$ cat src/hw/rtl/assert_macros.svh
// Assertion macros shared by the RTL files of the Jaccard accuracy block.
// Self-contained; every macro takes a clock and an active-low reset.
`ifndef ASSERT_MACROS_SVH
`define ASSERT_MACROS_SVH

// The condition holds on every clock edge outside reset.
`define ASSERT_ALWAYS(label, clk, rst_n, cond, msg) \
	label: assert property (@(posedge clk) disable iff (!rst_n) (cond)) else $error(msg);

// Whenever the antecedent holds, the consequent holds on the same edge.
`define ASSERT_IMPLIES(label, clk, rst_n, ante, cons, msg) \
	label: assert property (@(posedge clk) disable iff (!rst_n) (ante) |-> (cons)) else $error(msg);

`endif

$ cat src/hw/rtl/jacc_pkg.sv
// Package for the multilabel Jaccard accuracy block: sizes, state type and popcount.
// No dependencies; imported by multilabel_jaccard_accuracy.
package jacc_pkg;

	localparam int NUM_CLASSES = 64;
	localparam int MAX_SAMPLES = 65536;

	localparam int CLASS_W     = 64;
	localparam int DIGIT_W     = 8;
	localparam int NUM_DIGITS  = CLASS_W / DIGIT_W;
	localparam int DIGIT_CNT_W = $clog2(NUM_DIGITS);
	localparam int POP_W       = $clog2(DIGIT_W + 1);
	localparam int CNT_W       = 7;
	localparam int FRAC_W      = 16;
	localparam int SCORE_W     = 17;
	localparam int SUM_W       = 33;
	localparam int COUNT_W     = 17;
	localparam int DIV_STEPS   = SCORE_W;
	localparam int STEP_W      = $clog2(DIV_STEPS);
	localparam int IN_W        = 2 * CLASS_W;
	localparam int OUT_W       = 48;

	localparam logic [CLASS_W-1:0] CLASS_MASK = (NUM_CLASSES >= CLASS_W) ?
		{CLASS_W{1'b1}} : ((64'd1 << NUM_CLASSES) - 64'd1);

	localparam logic [SCORE_W-1:0] SCORE_ONE = 17'h10000;

	typedef enum logic [2:0] {
		ST_IDLE,
		ST_COUNT,
		ST_DIV_SCORE,
		ST_ACCUM,
		ST_DIV_MEAN,
		ST_DONE
	} jacc_state_t;

	function automatic logic [POP_W-1:0] digit_popcount(input logic [DIGIT_W-1:0] d);
		logic [POP_W-1:0] n;
		n = '0;
		for (int i = 0; i < DIGIT_W; i++) begin
			n = n + POP_W'(d[i]);
		end
		return n;
	endfunction

endpackage

$ cat src/hw/rtl/multilabel_jaccard_accuracy.sv
// Multilabel Jaccard accuracy: one sample per request, per-sample score and running mean.
// Depends on jacc_pkg and assert_macros.svh.
//
// A sample is processed in full before the block can accept the next one:
// the two class bitmaps are counted 8 classes per cycle, then a shared restoring
// divider forms the 17-bit score one quotient bit per cycle, then the score is
// accumulated, the result is handed to the output register and the block returns
// to idle, where the next request is accepted.
// A sample marked last runs the same divider again for sum/count before the
// hand-over. The output register holds a finished result while the next sample
// is taken in; if that register is still full when the next result is ready, the
// block waits in its hand-over state until the receiver takes the older result.
// A sample whose two sets are both empty scores 0 and sets tuser.
`include "assert_macros.svh"

module multilabel_jaccard_accuracy import jacc_pkg::*; (
	input  logic             clk,
	input  logic             arst_n,
	input  logic             s_tvalid,
	output logic             s_tready,
	input  logic [IN_W-1:0]  s_tdata,  // true_set[63:0], pred_set[127:64]
	input  logic             s_tlast,  // last_sample
	output logic             m_tvalid,
	input  logic             m_tready,
	// sample_score[16:0], hit_count[23:17], union_count[30:24], mean_score[47:31]
	output logic [OUT_W-1:0] m_tdata,
	output logic             m_tuser,  // empty_sample
	output logic             m_tlast   // final_res
);

	jacc_state_t state_q, state_d;

	logic [CLASS_W-1:0]     true_sh_q, pred_sh_q;
	logic [DIGIT_CNT_W-1:0] digit_q;
	logic [CNT_W-1:0]       hits_q, uni_q, hits_d, uni_d;
	logic                   last_q, empty_q;

	logic [SCORE_W-1:0]     rem_q, div_q, quot_q, score_q;
	logic [FRAC_W:0]        low_q;
	logic [STEP_W-1:0]      step_q;
	logic [SCORE_W:0]       trial, diff;
	logic                   ge;

	logic [SUM_W-1:0]       sum_q, sum_d;
	logic [COUNT_W-1:0]     count_q, count_d;

	logic                   out_valid_q, out_empty_q, out_last_q;
	logic [OUT_W-1:0]       out_data_q;
	logic [SCORE_W-1:0]     mean_val;

	logic count_done, div_done, div_run, load_out;

	assign count_done = (digit_q == DIGIT_CNT_W'(NUM_DIGITS - 1));
	assign div_done   = (step_q == STEP_W'(DIV_STEPS - 1));

	// One digit of each bitmap per cycle.
	assign hits_d = hits_q +
		CNT_W'(digit_popcount(true_sh_q[DIGIT_W-1:0] & pred_sh_q[DIGIT_W-1:0]));
	assign uni_d  = uni_q +
		CNT_W'(digit_popcount(true_sh_q[DIGIT_W-1:0] | pred_sh_q[DIGIT_W-1:0]));

	// Restoring divider step; the partial remainder stays below the divisor after step one.
	assign trial = {rem_q, low_q[FRAC_W]};
	assign ge    = (trial >= {1'b0, div_q});
	assign diff  = trial - {1'b0, div_q};

	// Accumulate, saturating the sample count; the sum stops growing once the count saturates.
	always_comb begin
		sum_d   = sum_q;
		count_d = count_q;
		if (count_q < COUNT_W'(MAX_SAMPLES)) begin
			count_d = count_q + COUNT_W'(1);
			sum_d   = sum_q + SUM_W'(score_q);
		end
	end

	assign mean_val = last_q ? quot_q : '0;

	// Next state.
	always_comb begin
		state_d = state_q;
		unique case (state_q)
			ST_IDLE:      if (s_tvalid) state_d = ST_COUNT;
			ST_COUNT:     if (count_done) state_d = ST_DIV_SCORE;
			ST_DIV_SCORE: if (div_done) state_d = ST_ACCUM;
			ST_ACCUM:     state_d = last_q ? ST_DIV_MEAN : ST_DONE;
			ST_DIV_MEAN:  if (div_done) state_d = ST_DONE;
			ST_DONE:      if (!out_valid_q || m_tready) state_d = ST_IDLE;
			default:      state_d = ST_IDLE;
		endcase
	end

	// Control outputs of the sequencer.
	always_comb begin
		s_tready = 1'b0;
		div_run  = 1'b0;
		load_out = 1'b0;
		unique case (state_q)
			ST_IDLE:      s_tready = 1'b1;
			ST_DIV_SCORE: div_run  = 1'b1;
			ST_DIV_MEAN:  div_run  = 1'b1;
			ST_DONE:      load_out = !out_valid_q || m_tready;
			default: begin
			end
		endcase
	end

	always_ff @(posedge clk or negedge arst_n) begin
		if (!arst_n) begin
			state_q     <= ST_IDLE;
			digit_q     <= '0;
			step_q      <= '0;
			sum_q       <= '0;
			count_q     <= '0;
			out_valid_q <= 1'b0;
		end else begin
			state_q <= state_d;
			if (state_q == ST_COUNT) begin
				digit_q <= digit_q + DIGIT_CNT_W'(1);
			end
			if (div_run) begin
				step_q <= div_done ? '0 : step_q + STEP_W'(1);
			end
			if (state_q == ST_ACCUM) begin
				sum_q   <= last_q ? '0 : sum_d;
				count_q <= last_q ? '0 : count_d;
			end
			if (load_out) begin
				out_valid_q <= 1'b1;
			end else if (m_tready) begin
				out_valid_q <= 1'b0;
			end
		end
	end

	// Datapath registers.
	always_ff @(posedge clk) begin
		if (s_tvalid && s_tready) begin
			true_sh_q <= s_tdata[CLASS_W-1:0] & CLASS_MASK;
			pred_sh_q <= s_tdata[IN_W-1:CLASS_W] & CLASS_MASK;
			last_q    <= s_tlast;
			hits_q    <= '0;
			uni_q     <= '0;
		end
		if (state_q == ST_COUNT) begin
			true_sh_q <= true_sh_q >> DIGIT_W;
			pred_sh_q <= pred_sh_q >> DIGIT_W;
			hits_q    <= hits_d;
			uni_q     <= uni_d;
			if (count_done) begin
				// Dividend is hits << 16; the first step compares hits itself.
				rem_q   <= SCORE_W'(hits_d >> 1);
				low_q   <= {hits_d[0], {FRAC_W{1'b0}}};
				div_q   <= SCORE_W'(uni_d);
				empty_q <= (uni_d == '0);
			end
		end
		if (div_run) begin
			rem_q  <= ge ? diff[SCORE_W-1:0] : trial[SCORE_W-1:0];
			low_q  <= low_q << 1;
			quot_q <= {quot_q[SCORE_W-2:0], ge};
			if (state_q == ST_DIV_SCORE && div_done) begin
				score_q <= empty_q ? '0 : {quot_q[SCORE_W-2:0], ge};
			end
		end
		if (state_q == ST_ACCUM) begin
			// Mean division over the updated sum; the count includes this sample unless it has saturated.
			rem_q <= {1'b0, sum_d[SUM_W-1:FRAC_W+1]};
			low_q <= sum_d[FRAC_W:0];
			div_q <= count_d;
		end
		if (load_out) begin
			out_data_q  <= {mean_val, uni_q, hits_q, score_q};
			out_empty_q <= empty_q;
			out_last_q  <= last_q;
		end
	end

	assign m_tvalid = out_valid_q;
	assign m_tdata  = out_data_q;
	assign m_tuser  = out_empty_q;
	assign m_tlast  = out_last_q;

	`ASSERT_ALWAYS(a_count_bound, clk, arst_n, count_q <= COUNT_W'(MAX_SAMPLES), "sample count above limit")
	`ASSERT_IMPLIES(a_score_bound, clk, arst_n, m_tvalid, (m_tdata[16:0] <= SCORE_ONE) && (m_tdata[23:17] <= m_tdata[30:24]), "score or hit count out of range")
	`ASSERT_IMPLIES(a_mean_zero, clk, arst_n, m_tvalid && !m_tlast, m_tdata[47:31] == '0, "mean given on a non-final result")
	`ASSERT_IMPLIES(a_empty, clk, arst_n, m_tvalid && m_tuser, (m_tdata[30:24] == '0) && (m_tdata[16:0] == '0), "empty sample with nonzero union or score")

endmodule
$ cat config.mk
export PLATFORM = sky130hd
export DESIGN_NAME = multilabel_jaccard_accuracy
export DESIGN_NICKNAME = d
export VERILOG_FILES = /design/src/hw/rtl/jacc_pkg.sv /design/src/hw/rtl/multilabel_jaccard_accuracy.sv
export VERILOG_INCLUDE_DIRS = /design/src /design/src/hw/rtl
export SDC_FILE = /design/constraint.sdc
export NUM_CORES = 1
export LEC_CHECK = 0
export BUFFER_PORTS_ARGS = -buffer_cell sky130_fd_sc_hd__buf_2
export CAP_MARGIN = 20
export CORE_MARGIN = 2
export CORE_UTILIZATION = 35
export CTS_BUF_LIST = sky130_fd_sc_hd__clkbuf_16
export DETAILED_ROUTE_END_ITERATION = 8
export GPL_TIMING_DRIVEN = 0
export PLACE_DENSITY = 0.62
export REMOVE_ABC_BUFFERS = 1
export SYNTH_ARGS = -nofsm -noshare
export SYNTH_HDL_FRONTEND = slang
export SYNTH_SLANG_ARGS = --single-unit
$ cat constraint.sdc
create_clock -name clk -period 6.25 [get_ports clk]
set_input_delay 0.625 -clock clk [delete_from_list [all_inputs] [get_ports clk]]
set_output_delay 0.625 -clock clk [all_outputs]
set_load 0.02 [all_outputs]
==> metrics.md <==
| Metric | Value |
|---|---|
| Syn_area_per_cell | ~10 um2 |
| Register bit total from synthesis | about 340 |
| Reg-to-Reg Start | pred_sh_q[0] |
| Slew HR | 0.3282 |
| Port bufs | 184 |
| Routed Antenna Nets | 0 |
| Via count | 12010 |
| Largest delay share family, worst path | adder cells |
| GPL Wtd Cong | 0.8008 |
| CTS Buf Count | 38 |
| Most frequent CP cell | fa_1 |
| CTS Sinks | about 340 |
| Most common cell after layout, fill and taps aside | nand2_1 |
| Peak VDD IR | 0.3517 mV |
| Pre-CTS setup slack | 1.723 ns |
| Setup TNS Final | 0 ns |
| Synth Instances | 1632 |
| Met2 GRT Util | 0.2471 |
| Setup repair after global routing missed its margin | no |
| Setup crit end kind | flip-flop |
| Setup CP Type | flip-flop to flip-flop |
| Worst-Margin Slew | 1.006 ns |
| Power, Total | around 11 mW |
| DIE WIDTH | 224.4 um |
| Initial core utilization | 0.3555 |
| Met3 usage | 0.04180 |
| Crit share post-route | 0.7250 |
| Fin nets | 1988 |
| Wire per inst | around 16 um |
| CP Launch Point | pred_sh_q[0] |
| Post-cts resize count | 0 |
| Slowest-stage cell, CP | fa_1 |
| Synthesized area | about 17000 um2 |
| DR DRC count | 0 |
| F_max | about 0.22 GHz |
| Critical path arrival | between 4 and 5 ns |
| Status | finished clean |
| IO Count | 185 |
| Critical Path Source Type | flip-flop |
| Top Usage Layer GRT | met2 |
| Worst hold margin | between 0.15 and 0.2 ns |
| Largest net degree at the start of global routing | 72 |
| Worst-path maximum fanout | 2 |
| DIE HEIGHT | 224.4 um |
| Area contributors post-synth | edfxtp_1, nand2_1, dfrtp_1 |
| Yosys warns | 0 |
| First-pass GRT wire length | between 60 and 70 mm |
| Asr flop ratio synth | 0.1818 |
| Final Slew Violations | 0 |
| Max_cap viols | 0 |
| Share of layout cells above drive strength 1 | 0.1631 |
| GRT Overall Usage | 0.1538 |
| Met1 Use GR | 0.2052 |
| CTS clk-pin slew, worst paths | about 0.060 ns |
| Critical path buffer and inverter count | 2 |
| Required @ worst endpoint | around 6.5 ns |
| Final wirelength | a little under 40 mm |
| Initial antenna violation count | 10 |
| Setup Buffers After CTS | 0 |
| # setup viols final | 0 |
| DR vias/cell | a little under 5 |
| # rows | 80 |
| Remaining Overflow, GRT | 0 |
| Hold Path Class | input pin to asynchronous set/reset pin |
| Sequential area share after synthesis | 0.5738 |
| Leak | 8.292 nW |
| Vias in the first global route | roughly 12000 |
| CTS tree | done |
| DRT iter0 DRCs | 743 |
| Fill count | 4551 |
| Clock Latency Late Sink | roughly 0.56 ns |
| Max stage delay on crit path | around 0.54 ns |
| Cells along the critical path | and2_1, fa_1, inv_1, fa_1, inv_1, fa_1, fa_1, fa_1, a21o_1, a21oi_1, nor2_1, xnor2_1, a21oi_1, o21ai_1, o21ai_1 |
| Clock buffer depth | 3 |
| Tmin final | about 4.5 ns |
| Clock Skews | 0.02655 ns |
| Hold Vio Cnt, Final | 0 |
| Biggest area consumer among synthesized cells | edfxtp_1 |
| Yosys top cell area share | 0.4626 |
| Die area | around 50000 um2 |
| DP HPWL | between 20 and 30 mm |
| Distinct cells, synth | 77 |
| Most frequent cells in the layout | nand2_1, edfxtp_1, buf_2 |
| First-pass detailed-route iteration total | 5 |
| Worst setup slack after layout | approximately 1.7 ns |
| H-Tree Depth | 2 |
| Ys flop type | edfxtp_1 |
| Core area | between 40000 and 50000 um2 |
| Post-CTS Hold Fix Bufs | 0 |
| Root buffer cell | clkbuf_16 |
| PwrDens | ~550 nW/um2 |
| Post-synth EDFFs | around 260 |
| Synthesis-to-finish area growth | 17.75% |
[power by group]
group	leakage [nW]	internal [mW]	switching [mW]
Clock	0.643	1.34	0.916
Sequential	3.49	3.76	0.356
Combinational	4.16	1.73	2.82
Total	8.29	6.83	4.09
[per-layer routing]
metal	vias up	share of wire
met5	-	0.0018
met4	12	0.021
met3	66	0.062
met2	252	0.47
met1	5694	0.45
li1	5990	-
[cells in the mapped netlist (all sizes together), types with 6 or more instances]
library cell	n
fa	12
o22ai	13
nand3	17
clkbuf	65
or2	9
nor2	104
a22oi	7
edfxtp	262
dfxtp	17
inv	42
o21a	9
nand2b	9
mux2i	40
xor2	22
o21ai	93
o211ai	7
buf	16
and2	34
a211oi	8
and3	6
ha	51
dfrtp	62
nand2	474
xnor2	44
a22o	11
a21o	13
a31oi	6
nor2b	28
a21oi	72
nor3	18
[registers in the layout (all words and copies together), names as in the netlist, 33 cells and up]
name,count
m_tdata,48
true_sh_q,64
pred_sh_q,64
sum_q,33
[cell families (layout without fill, tap and decap cells)]
group                      Yosys count  count (layout)  share of synthesized area
and+or+nand+nor                    727             727                     0.1873
DFF                                341             341                     0.5738
AOI/OAI and AO/OA                  268             268                    0.09946
buffers and inverters              125             314                    0.02898
xor gates and xnor gates            66              66                    0.03399
adders and majority gates           63              63                    0.05164
muxes                               42              42                    0.02486
other                                0               3                          0
[path summary, 6_finish.rpt]
kind | endpoint | slack, ns | cells after the start
max | rem_q[5] | 1.72 | 15
min | sum_q[7] | 0.15 | 1
max reg2reg | rem_q[5] | 1.72 | 15
min reg2reg | quot_q[4] | 0.45 | 0
max in group asynchronous | count_q[16] | 5.41 | 1
min in group clk | last_q | 0.27 | 1
[metrics by stage]
| stage | instances | cell area [um2] | utilization |
|---|---|---|---|
| detailed placement | 2367 | 18770 | 0.3923 |
| CTS | 2436 | 20020 | 0.4184 |
| global route | 2438 | 20030 | 0.4185 |
| finish | 2439 | 20030 | 0.4186 |
| global placement | 2350 | 18370 | 0.3840 |
| floorplan | 1551 | 16680 | - |
[area by class of cell]
type                    instances  area, um2  area share
diodes                          3      7.507   0.0003748
clock buffers                  39      975.9     0.04873
clock inverters                30      275.3     0.01374
inverters                      44      165.2    0.008246
multi-input cells            1166       6793      0.3392
flip-flops and latches        341       9761      0.4873
well taps                     615      769.5     0.03842
repair buffers                201       1281     0.06397
Note: power is estimated with default switching activity, not from simulation.
